[src/rtl/pfvf_pkg.sv]
`timescale 1ns / 1ps
package pfvf_pkg;

	localparam int ROM_ROWS      = 9;
	localparam int ROM_MAX_BYTES = 6;
	localparam int ROW_W         = 4;
	localparam int IDX_W         = 3;
	localparam int TAG_W         = 16;
	localparam int LEN_W         = 15;

	localparam logic [1:0] KIND_DATA = 2'd0;
	localparam logic [1:0] KIND_FILL = 2'd1;
	localparam logic [1:0] KIND_ERR  = 2'd2;

	// One classified entry, handed from the parser to the emitter.
	typedef struct packed {
		logic             err;
		logic             matched;
		logic [ROW_W-1:0] row;
		logic [TAG_W-1:0] tag;
		logic [LEN_W-1:0] len;
		logic             last;
	} job_t;

	function automatic logic [TAG_W-1:0] rom_tag(input logic [ROW_W-1:0] row);
		logic [TAG_W-1:0] t;
		case (row)
			4'd0: t = 16'h9F59;
			4'd1: t = 16'h9F58;
			4'd2: t = 16'h9F40;
			4'd3: t = 16'h9F02;
			4'd4: t = 16'h9F1A;
			4'd5: t = 16'h5F2A;
			4'd6: t = 16'h009A;
			4'd7: t = 16'h9F37;
			4'd8: t = 16'h9F66;
			default: t = 16'h0000;
		endcase
		return t;
	endfunction

	function automatic logic [IDX_W-1:0] rom_size(input logic [ROW_W-1:0] row);
		logic [IDX_W-1:0] s;
		case (row)
			4'd0: s = 3'd3;
			4'd1: s = 3'd1;
			4'd2: s = 3'd4;
			4'd3: s = 3'd6;
			4'd4: s = 3'd2;
			4'd5: s = 3'd2;
			4'd6: s = 3'd3;
			4'd7: s = 3'd4;
			4'd8: s = 3'd4;
			default: s = 3'd0;
		endcase
		return s;
	endfunction

	// Row bytes packed first byte in the top position.
	function automatic logic [7:0] rom_byte(input logic [ROW_W-1:0] row,
			input logic [IDX_W-1:0] idx);
		logic [8*ROM_MAX_BYTES-1:0] r;
		logic [7:0] b;
		case (row)
			4'd0: r = 48'hC8_80_00_00_00_00;
			4'd1: r = 48'h01_00_00_00_00_00;
			4'd2: r = 48'h79_00_40_80_00_00;
			4'd3: r = 48'h00_00_00_10_00_00;
			4'd4: r = 48'h01_24_00_00_00_00;
			4'd5: r = 48'h01_24_00_00_00_00;
			4'd6: r = 48'h19_01_01_00_00_00;
			4'd7: r = 48'h82_3D_DE_7A_00_00;
			4'd8: r = 48'hF0_00_00_00_00_00;
			default: r = '0;
		endcase
		case (idx)
			3'd0: b = r[47:40];
			3'd1: b = r[39:32];
			3'd2: b = r[31:24];
			3'd3: b = r[23:16];
			3'd4: b = r[15:8];
			3'd5: b = r[7:0];
			default: b = 8'h00;
		endcase
		return b;
	endfunction

endpackage

[src/rtl/pfvf_if.sv]
`timescale 1ns / 1ps
interface pfvf_in_if;
	logic       valid;
	logic       ready;
	logic [7:0] list_byte;
	logic       final_byte;

	modport source(output valid, output list_byte, output final_byte, input ready);
	modport sink(input valid, input list_byte, input final_byte, output ready);
endinterface

interface pfvf_out_if;
	logic        valid;
	logic        ready;
	logic [1:0]  kind;
	logic [7:0]  data_byte;
	logic [14:0] fill_count;
	logic [15:0] entry_tag;
	logic        entry_done;
	logic        list_done;

	modport source(output valid, output kind, output data_byte, output fill_count,
		output entry_tag, output entry_done, output list_done, input ready);
	modport sink(input valid, input kind, input data_byte, input fill_count,
		input entry_tag, input entry_done, input list_done, output ready);
endinterface

[src/rtl/pfvf_front.sv]
`timescale 1ns / 1ps
module pfvf_front #(
	parameter int FIXED_ENTRIES = 9
) (
	input  logic              clk,
	input  logic              arst_n,
	pfvf_in_if.sink           in_ch,
	input  logic              q_full,
	output logic              q_push,
	output pfvf_pkg::job_t    q_job
);
	import pfvf_pkg::*;

	localparam int SEARCH_ROWS = (FIXED_ENTRIES < ROM_ROWS) ? FIXED_ENTRIES : ROM_ROWS;

	localparam logic [1:0] PH_TAG0 = 2'd0;
	localparam logic [1:0] PH_TAG1 = 2'd1;
	localparam logic [1:0] PH_LEN0 = 2'd2;
	localparam logic [1:0] PH_LEN1 = 2'd3;

	logic [1:0]       phase_q, phase_d;
	logic [TAG_W-1:0] tag_q, tag_d;
	logic [6:0]       len_hi_q, len_hi_d;
	logic [LEN_W-1:0] len;
	logic             done;
	logic             accept;
	logic             matched;
	logic [ROW_W-1:0] row;

	assign in_ch.ready = !q_full;
	assign accept      = in_ch.valid && in_ch.ready;

	always_comb begin
		phase_d  = phase_q;
		tag_d    = tag_q;
		len_hi_d = len_hi_q;
		len      = '0;
		done     = 1'b0;
		case (phase_q)
			PH_TAG0: begin
				tag_d   = {8'h00, in_ch.list_byte};
				phase_d = (in_ch.list_byte[4:0] == 5'h1F) ? PH_TAG1 : PH_LEN0;
			end
			PH_TAG1: begin
				tag_d   = {tag_q[7:0], in_ch.list_byte};
				phase_d = PH_LEN0;
			end
			PH_LEN0: begin
				if (in_ch.list_byte[7]) begin
					len_hi_d = in_ch.list_byte[6:0];
					phase_d  = PH_LEN1;
				end else begin
					len  = {7'd0, in_ch.list_byte};
					done = 1'b1;
				end
			end
			PH_LEN1: begin
				len  = {len_hi_q, in_ch.list_byte};
				done = 1'b1;
			end
			default: phase_d = PH_TAG0;
		endcase
	end

	// Priority search: lowest matching row wins.
	always_comb begin
		matched = 1'b0;
		row     = '0;
		for (int i = SEARCH_ROWS - 1; i >= 0; i--) begin
			if (rom_tag(ROW_W'(i)) == tag_q && LEN_W'(rom_size(ROW_W'(i))) == len) begin
				matched = 1'b1;
				row     = ROW_W'(i);
			end
		end
	end

	assign q_push        = accept && (done || in_ch.final_byte);
	assign q_job.err     = !done;
	assign q_job.matched = done && matched;
	assign q_job.row     = row;
	assign q_job.tag     = tag_d;
	assign q_job.len     = len;
	assign q_job.last    = in_ch.final_byte;

	always_ff @(posedge clk or negedge arst_n) begin
		if (!arst_n) begin
			phase_q  <= PH_TAG0;
			tag_q    <= '0;
			len_hi_q <= '0;
		end else if (accept) begin
			if (done || in_ch.final_byte) begin
				// Entry closed or list cut short: start over.
				phase_q  <= PH_TAG0;
				tag_q    <= '0;
				len_hi_q <= '0;
			end else begin
				phase_q  <= phase_d;
				tag_q    <= tag_d;
				len_hi_q <= len_hi_d;
			end
		end
	end

endmodule

[src/rtl/pfvf_queue.sv]
`timescale 1ns / 1ps
module pfvf_queue #(
	parameter int WIDTH = 38,
	parameter int DEPTH = 4
) (
	input  logic             clk,
	input  logic             arst_n,
	input  logic             push,
	input  logic [WIDTH-1:0] push_data,
	output logic             full,
	input  logic             pop,
	output logic [WIDTH-1:0] pop_data,
	output logic             not_empty
);
	localparam int PTR_W = (DEPTH > 1) ? $clog2(DEPTH) : 1;
	localparam int CNT_W = $clog2(DEPTH + 1);

	logic [WIDTH-1:0] slots_q [DEPTH];
	logic [PTR_W-1:0] wr_ptr_q, rd_ptr_q;
	logic [CNT_W-1:0] count_q;
	logic             do_push, do_pop;

	assign full      = (count_q == CNT_W'(DEPTH));
	assign not_empty = (count_q != '0);
	assign do_push   = push && !full;
	assign do_pop    = pop && not_empty;
	assign pop_data  = slots_q[rd_ptr_q];

	always_ff @(posedge clk) begin
		if (do_push) begin
			slots_q[wr_ptr_q] <= push_data;
		end
	end

	always_ff @(posedge clk or negedge arst_n) begin
		if (!arst_n) begin
			wr_ptr_q <= '0;
			rd_ptr_q <= '0;
			count_q  <= '0;
		end else begin
			if (do_push) begin
				wr_ptr_q <= (wr_ptr_q == PTR_W'(DEPTH - 1)) ? '0 : wr_ptr_q + 1'b1;
			end
			if (do_pop) begin
				rd_ptr_q <= (rd_ptr_q == PTR_W'(DEPTH - 1)) ? '0 : rd_ptr_q + 1'b1;
			end
			case ({do_push, do_pop})
				2'b10:   count_q <= count_q + 1'b1;
				2'b01:   count_q <= count_q - 1'b1;
				default: count_q <= count_q;
			endcase
		end
	end

endmodule

[src/rtl/pfvf_back.sv]
`timescale 1ns / 1ps
module pfvf_back (
	input  logic              clk,
	input  logic              arst_n,
	input  logic              q_valid,
	input  pfvf_pkg::job_t    q_job,
	output logic              q_pop,
	pfvf_out_if.source        out_ch
);
	import pfvf_pkg::*;

	logic             busy_q;
	job_t             job_q;
	logic [IDX_W-1:0] idx_q;
	logic             out_valid_q;
	logic [1:0]       kind_q;
	logic [7:0]       data_q;
	logic [LEN_W-1:0] fill_q;
	logic [TAG_W-1:0] tag_q;
	logic             edone_q;
	logic             ldone_q;

	logic             load_out;
	logic             emit;
	logic             last_res;
	logic             job_done;
	logic [1:0]       kind;
	logic [7:0]       data;
	logic [LEN_W-1:0] fill;

	assign load_out = !out_valid_q || out_ch.ready;
	assign emit     = busy_q && load_out;

	always_comb begin
		if (job_q.err) begin
			kind     = KIND_ERR;
			data     = 8'h00;
			fill     = '0;
			last_res = 1'b1;
		end else if (job_q.matched) begin
			kind     = KIND_DATA;
			data     = rom_byte(job_q.row, idx_q);
			fill     = '0;
			last_res = (idx_q == rom_size(job_q.row) - 3'd1);
		end else begin
			kind     = KIND_FILL;
			data     = 8'h00;
			fill     = job_q.len;
			last_res = 1'b1;
		end
	end

	assign job_done = emit && last_res;
	// Take the next job in the same cycle the current one finishes.
	assign q_pop    = q_valid && (!busy_q || job_done);

	always_ff @(posedge clk or negedge arst_n) begin
		if (!arst_n) begin
			busy_q      <= 1'b0;
			idx_q       <= '0;
			out_valid_q <= 1'b0;
		end else begin
			if (q_pop) begin
				busy_q <= 1'b1;
				idx_q  <= '0;
			end else if (job_done) begin
				busy_q <= 1'b0;
			end else if (emit) begin
				idx_q <= idx_q + 1'b1;
			end
			if (load_out) begin
				out_valid_q <= emit;
			end
		end
	end

	always_ff @(posedge clk) begin
		if (q_pop) begin
			job_q <= q_job;
		end
		if (emit) begin
			kind_q  <= kind;
			data_q  <= data;
			fill_q  <= fill;
			tag_q   <= job_q.tag;
			edone_q <= last_res;
			ldone_q <= last_res && job_q.last;
		end
	end

	assign out_ch.valid      = out_valid_q;
	assign out_ch.kind       = kind_q;
	assign out_ch.data_byte  = data_q;
	assign out_ch.fill_count = fill_q;
	assign out_ch.entry_tag  = tag_q;
	assign out_ch.entry_done = edone_q;
	assign out_ch.list_done  = ldone_q;

	a_err_closes_list: assert property (@(posedge clk) disable iff (!arst_n)
		out_valid_q && kind_q == KIND_ERR |-> edone_q && ldone_q)
		else $error("error result does not close entry and list");

	a_list_implies_entry: assert property (@(posedge clk) disable iff (!arst_n)
		out_valid_q && ldone_q |-> edone_q)
		else $error("list end without entry end");

	a_idx_in_row: assert property (@(posedge clk) disable iff (!arst_n)
		busy_q && !job_q.err && job_q.matched |-> idx_q < rom_size(job_q.row))
		else $error("byte index ran past the fixed row");

endmodule

[src/rtl/pdol_fixed_value_filler.sv]
`timescale 1ns / 1ps
// PDOL fixed-value filler. Bytes of a data object list enter on in_ch, one
// transaction per byte, with final_byte marking the last. The front parser
// takes one byte per cycle while the job queue is not full, assembles each
// tag/length pair, and looks it up in a fixed table of FIXED_ENTRIES rows
// (nine at most); a match yields the row's bytes as kind 0 results, one per
// cycle while the output is taken, otherwise a single kind 1 zero-fill run
// carrying the length. A list that ends inside an entry yields one kind 2
// result and the parser starts over. Classified entries wait in a queue of
// QUEUE_DEPTH jobs; the emitter drains it at one result per cycle while the
// output is taken, with no gap between jobs, behind an output register, so
// input and output stall independently. A complete entry takes at least
// two input bytes and yields one to six results, so input runs at one byte
// per cycle unless the output stalls or short entries with long fixed rows
// fill the queue, when it runs at the emitter's pace of one result per cycle.
module pdol_fixed_value_filler #(
	parameter int FIXED_ENTRIES = 9,
	parameter int QUEUE_DEPTH   = 4
) (
	input  logic         clk,
	input  logic         arst_n,
	pfvf_in_if.sink      in_ch,
	pfvf_out_if.source   out_ch
);
	import pfvf_pkg::*;

	job_t front_job;
	job_t back_job;
	logic q_push;
	logic q_full;
	logic q_pop;
	logic q_valid;

	// Parse and classify; push one job per finished or truncated entry.
	pfvf_front #(
		.FIXED_ENTRIES(FIXED_ENTRIES)
	) u_front (
		.clk    (clk),
		.arst_n (arst_n),
		.in_ch  (in_ch),
		.q_full (q_full),
		.q_push (q_push),
		.q_job  (front_job)
	);

	// Decouple parser from emitter.
	pfvf_queue #(
		.WIDTH($bits(job_t)),
		.DEPTH(QUEUE_DEPTH)
	) u_queue (
		.clk       (clk),
		.arst_n    (arst_n),
		.push      (q_push),
		.push_data (front_job),
		.full      (q_full),
		.pop       (q_pop),
		.pop_data  (back_job),
		.not_empty (q_valid)
	);

	// Expand each job into its result transactions.
	pfvf_back u_back (
		.clk     (clk),
		.arst_n  (arst_n),
		.q_valid (q_valid),
		.q_job   (back_job),
		.q_pop   (q_pop),
		.out_ch  (out_ch)
	);

endmodule

[src/flat_wrapper.sv]
// flat-port wrapper written by rule: the top's interface ports become plain ports
module pdol_fixed_value_filler_flat import pfvf_pkg::*;
#(
	parameter int FIXED_ENTRIES = 9,
	parameter int QUEUE_DEPTH   = 4
)
  (clk, arst_n, in_ch_valid, in_ch_list_byte, in_ch_final_byte, in_ch_ready, out_ch_valid, out_ch_kind, out_ch_data_byte, out_ch_fill_count, out_ch_entry_tag, out_ch_entry_done, out_ch_list_done, out_ch_ready);
  pfvf_in_if in_ch_i ();
  pfvf_out_if out_ch_i ();
  input  logic clk;
  input  logic arst_n;
  input wire logic [$bits(in_ch_i.valid)-1:0] in_ch_valid;
  input wire logic [$bits(in_ch_i.list_byte)-1:0] in_ch_list_byte;
  input wire logic [$bits(in_ch_i.final_byte)-1:0] in_ch_final_byte;
  output wire logic [$bits(in_ch_i.ready)-1:0] in_ch_ready;
  output wire logic [$bits(out_ch_i.valid)-1:0] out_ch_valid;
  output wire logic [$bits(out_ch_i.kind)-1:0] out_ch_kind;
  output wire logic [$bits(out_ch_i.data_byte)-1:0] out_ch_data_byte;
  output wire logic [$bits(out_ch_i.fill_count)-1:0] out_ch_fill_count;
  output wire logic [$bits(out_ch_i.entry_tag)-1:0] out_ch_entry_tag;
  output wire logic [$bits(out_ch_i.entry_done)-1:0] out_ch_entry_done;
  output wire logic [$bits(out_ch_i.list_done)-1:0] out_ch_list_done;
  input wire logic [$bits(out_ch_i.ready)-1:0] out_ch_ready;
  assign in_ch_i.valid = in_ch_valid;
  assign in_ch_i.list_byte = in_ch_list_byte;
  assign in_ch_i.final_byte = in_ch_final_byte;
  assign in_ch_ready = in_ch_i.ready;
  assign out_ch_valid = out_ch_i.valid;
  assign out_ch_kind = out_ch_i.kind;
  assign out_ch_data_byte = out_ch_i.data_byte;
  assign out_ch_fill_count = out_ch_i.fill_count;
  assign out_ch_entry_tag = out_ch_i.entry_tag;
  assign out_ch_entry_done = out_ch_i.entry_done;
  assign out_ch_list_done = out_ch_i.list_done;
  assign out_ch_i.ready = out_ch_ready;
  pdol_fixed_value_filler #(.FIXED_ENTRIES(FIXED_ENTRIES), .QUEUE_DEPTH(QUEUE_DEPTH)) u_core (.clk(clk), .arst_n(arst_n), .in_ch(in_ch_i), .out_ch(out_ch_i));
endmodule
[config.mk]
export PLATFORM = sky130hd
export DESIGN_NAME = pdol_fixed_value_filler_flat
export DESIGN_NICKNAME = d
export VERILOG_FILES = /design/src/rtl/pfvf_pkg.sv /design/src/rtl/pfvf_if.sv /design/src/rtl/pfvf_front.sv /design/src/rtl/pfvf_queue.sv /design/src/rtl/pfvf_back.sv /design/src/rtl/pdol_fixed_value_filler.sv /design/src/flat_wrapper.sv
export SDC_FILE = /design/constraint.sdc
export NUM_CORES = 1
export LEC_CHECK = 0
export ABC_AREA = 0
export BUFFER_PORTS_ARGS = -buffer_cell sky130_fd_sc_hd__buf_2
export CAP_MARGIN = 15
export CORE_ASPECT_RATIO = 2
export CORE_MARGIN = 3
export CORE_UTILIZATION = 26
export CTS_CLUSTER_SIZE = 20
export DETAILED_ROUTE_END_ITERATION = 12
export HOLD_SLACK_MARGIN = 0.08
export PLACE_DENSITY = 0.52
export SLEW_MARGIN = 20
export SYNTH_ARGS = -nofsm -noshare
export SYNTH_HDL_FRONTEND = slang
export SYNTH_SLANG_ARGS = --single-unit
[constraint.sdc]
create_clock -name clk -period 7.9 [get_ports clk]
set_input_delay 1.58 -clock clk [delete_from_list [all_inputs] [get_ports clk]]
set_output_delay 1.58 -clock clk [all_outputs]
set_load 0.01 [all_outputs]
==> results_dict.tcl <==
set metrics [dict create \
    outcome "completed" \
    fill_cells 4100 \
    start_util_pct 26.5 \
    gp_congestion 0.811 \
    grt_first_pass_wirelength_um 35700 \
    crit_path_start "u_core.u_back.job_q[33]" \
    finalSetupViolCount 0 \
    yosysWarnings 0 \
    nets 756 \
    wl_per_cell_um 17.9 \
    start_kind "register" \
    syn_to_final_growth_pct 15.8 \
    first_global_vias 6195 \
    clockRootBuffer "clkbuf_16" \
    synth_most_common_cell "edfxtp_1" \
    fp.dieH_um 297 \
    die-area_mm2 0.0449 \
    synth-main-ff-cell "edfxtp_1" \
    ys_types 65 \
    netlist_area_mm2 0.0110 \
    setup-tns-final_ns 0 \
    ant_nets 0 \
    holdPathStages 0 \
    critPathMaxFanout 39 \
    final_max_slew_viol_count 0 \
    drive_gt1_share_pct 22.6 \
    numCtsBuffers 24 \
    skew_ns 0.0127 \
    finalPower_uw 4670 \
    hold_viol_final 0 \
    numClockSinks 270 \
    relSlewSlack_pct 35.7 \
    core_mm2 0.0414 \
    port_buffers 57 \
    reg2reg_depth 17 \
    worstSetupPathType "register to register" \
    synth_nets 690 \
    routed_wl_um 22800 \
    timing.rr.end "u_core.u_queue.count_q[2]" \
    place_hpwl_um 15300 \
    gr-total-overflow 0 \
    avgSynthCellArea_um2 16.8 \
    hold_path_startpoint "u_core.u_back.job_q[25]" \
    synth_top_area_share_pct 63.8 \
    antennaDiodeCount 0 \
    std_cell_rows 105 \
    cp.arrival_ns 4.50 \
    drcViolationCount 0 \
    ys_ff_latch 270 \
    vias 5637 \
    fp.dieW_um 151 \
    htreeDepth 1 \
    fmax_ghz 0.247 \
    antenna_found_initial 2 \
    hp-class "register to register" \
    clock_path_buffers 3 \
    worst_pin_slew_ns 0.961 \
    post-cts-setup-buffers 0 \
    postCtsHoldBufs 0 \
    ir_drop_v 0.000140 \
    r2r_start "u_core.u_back.job_q[33]" \
    ff2ff_setup_slack_ns 3.85 \
    clock_latency_ns 0.52 \
    cts_tree "done" \
    synth_common_cells "edfxtp_1, nand2_1, mux4_2, dfrtp_1, and2_1" \
    ios 58 \
    end_kind "register" \
    synth_largest_area_cell "edfxtp_1" \
    multiInputGateArea_mm2 0.00287 \
    holdPathEnd "u_core.u_back.out_ch.entry_tag[9]" \
    drv_cap 0 \
    cts_resized 0 \
    yosys-top-cells-area "edfxtp_1, dfrtp_1, mux4_2" \
    required_ns 8.34 \
    rsz0062_at_grt "no" \
    p_leak_uw 0.00448 \
    syn_inst 655 \
    min_period_ns 4.05 \
    clk_pin_slew_ns 0.07 \
    initialDrtViolationCount 418 \
    regArea_mm2 0.00792 \
    track_usage_pct 10.4 \
    period_share_pct 51.3 \
    dr.pass1.iters 4 \
    stdcell_count 1273 \
    power_density_mw_per_mm2 367 \
    avgViaCountPerCell 4.43 \
    dp.cells 1230 \
    ys_seq_area_share_pct 72.2 \
    grt_max_degree 42 \
    synth_edf_count 233 \
    async_reset_ff_share_pct 13.7 \
]
[sequential cells by signal (all words and copies together), names as in the netlist, 2 cells and up]
name,flops
u_core.u_back.out_ch.fill_count,15
u_core.u_front.len_hi_q,7
u_core.u_back.out_ch.entry_tag,16
u_core.u_queue.wr_ptr_q,2
u_core.u_queue.rd_ptr_q,2
u_core.u_front.tag_q,16
u_core.u_back.out_ch.kind,2
u_core.u_queue.count_q,3
u_core.u_queue.slots_q,152
u_core.u_back.job_q,38
u_core.u_back.idx_q,3
u_core.u_front.phase_q,2
u_core.u_back.out_ch.data_byte,8
[layer usage]
metal / GRT usage [%] / wire, µm / vias up
met1: 10.4 / 7970 / 2875
met2: 20.9 / 13400 / 81
met3: 1.66 / 854 / 32
li1: - / - / 2645
met4: 3.65 / 572 / 4
met5: 0 / 27 / -
[placed cells by master, fill, tap and decap left out, types with 3 or more instances in the layout]
cell / n
edfxtp_1: 233
buf_2: 57
nand2_1: 53
mux4_2: 38
dfrtp_1: 36
and2_1: 25
clkbuf_16: 25
nand3_1: 24
nor2_1: 21
ha_1: 21
inv_1: 17
o21ai_0: 17
nor2b_1: 14
nand2b_1: 13
a21oi_1: 12
buf_4: 10
mux2_2: 8
clkbuf_1: 7
nor3_1: 6
a22o_1: 6
nand4_1: 5
xnor2_1: 5
o22ai_1: 4
a22oi_1: 4
and3_1: 4
bufinv_16: 4
o31ai_1: 3
o21ai_1: 3
nor3b_1: 3
a31o_2: 3
o32ai_1: 3
a21o_1: 3
or3_1: 3
[through the flow]
step | hold WS, ns | utilization, % | worst slack [ns] | cell area [µm²]
final | 0.422 | 30.7 | 3.85 | 12700
after global routing | 0.427 | 30.7 | 3.52 | 12700
after CTS | 0.423 | 30.7 | 3.76 | 12700
after detailed placement | 0.407 | 28.7 | 3.77 | 11900
after global placement | 0.404 | 28.7 | 3.90 | 11900
after floorplan | 0.400 | - | 3.79 | 11000
[kinds of logic (layout without fill, tap and decap cells)]
logic type / Yosys count / count (layout) / share of synthesized area, %
AND/OR/NAND/NOR: 189 / 189 / 9.21
AO/OA/AOI/OAI: 74 / 74 / 4.80
XOR/XNOR: 8 / 8 / 0.707
multiplexers: 48 / 48 / 8.81
flip-flops: 270 / 270 / 72.2
buffers and inverters: 44 / 127 / 1.70
adder cells (fa/ha/maj): 22 / 22 / 2.58
[final cells by class]
| cell class | instances | share of cell area, % |
|---|---|---|
| Clock buffer | 33 | 5.24 |
| Clock inverter | 10 | 1.21 |
| Inverter | 17 | 0.502 |
| Multi-Input combinational cell | 341 | 22.6 |
| Sequential cell | 270 | 62.3 |
| Tap cell | 535 | 5.27 |
| Timing Repair Buffer | 67 | 2.84 |
[worst max path at each step]
stage                                end  depth (start not counted)
6_report       u_core.u_queue.count_q[2]                         17
2_1_floorplan  u_core.u_queue.count_q[2]                         15
3_3_place_gp   u_core.u_queue.count_q[2]                         16
3_5_place_dp   u_core.u_queue.count_q[2]                         17
4_1_cts        u_core.u_queue.count_q[2]                         17
5_1_grt        u_core.u_queue.count_q[2]                         16
[worst max-delay path: stages (launching register included)]
cell and delay [ns]:
edfxtp_1 0.48, inv_1 0.08, ha_1 0.29, nor2b_1 0.13, a211o_1 0.30, ha_1 0.20
xnor2_1 0.19, xnor2_1 0.13, o31ai_4 0.36, o21ai_2 0.12, inv_1 0.06, buf_4 0.43
ha_1 0.29, inv_1 0.07, fa_1 0.43, xor2_1 0.15, nor2_1 0.11, xor2_1 0.15
[power breakdown]
part / switching (µW) / total, µW / internal [µW]
Combinational: 732 / 1250 / 515
Clock: 504 / 1220 / 721
Sequential: 163 / 2200 / 2030
Power figures use the tool's default switching activity.
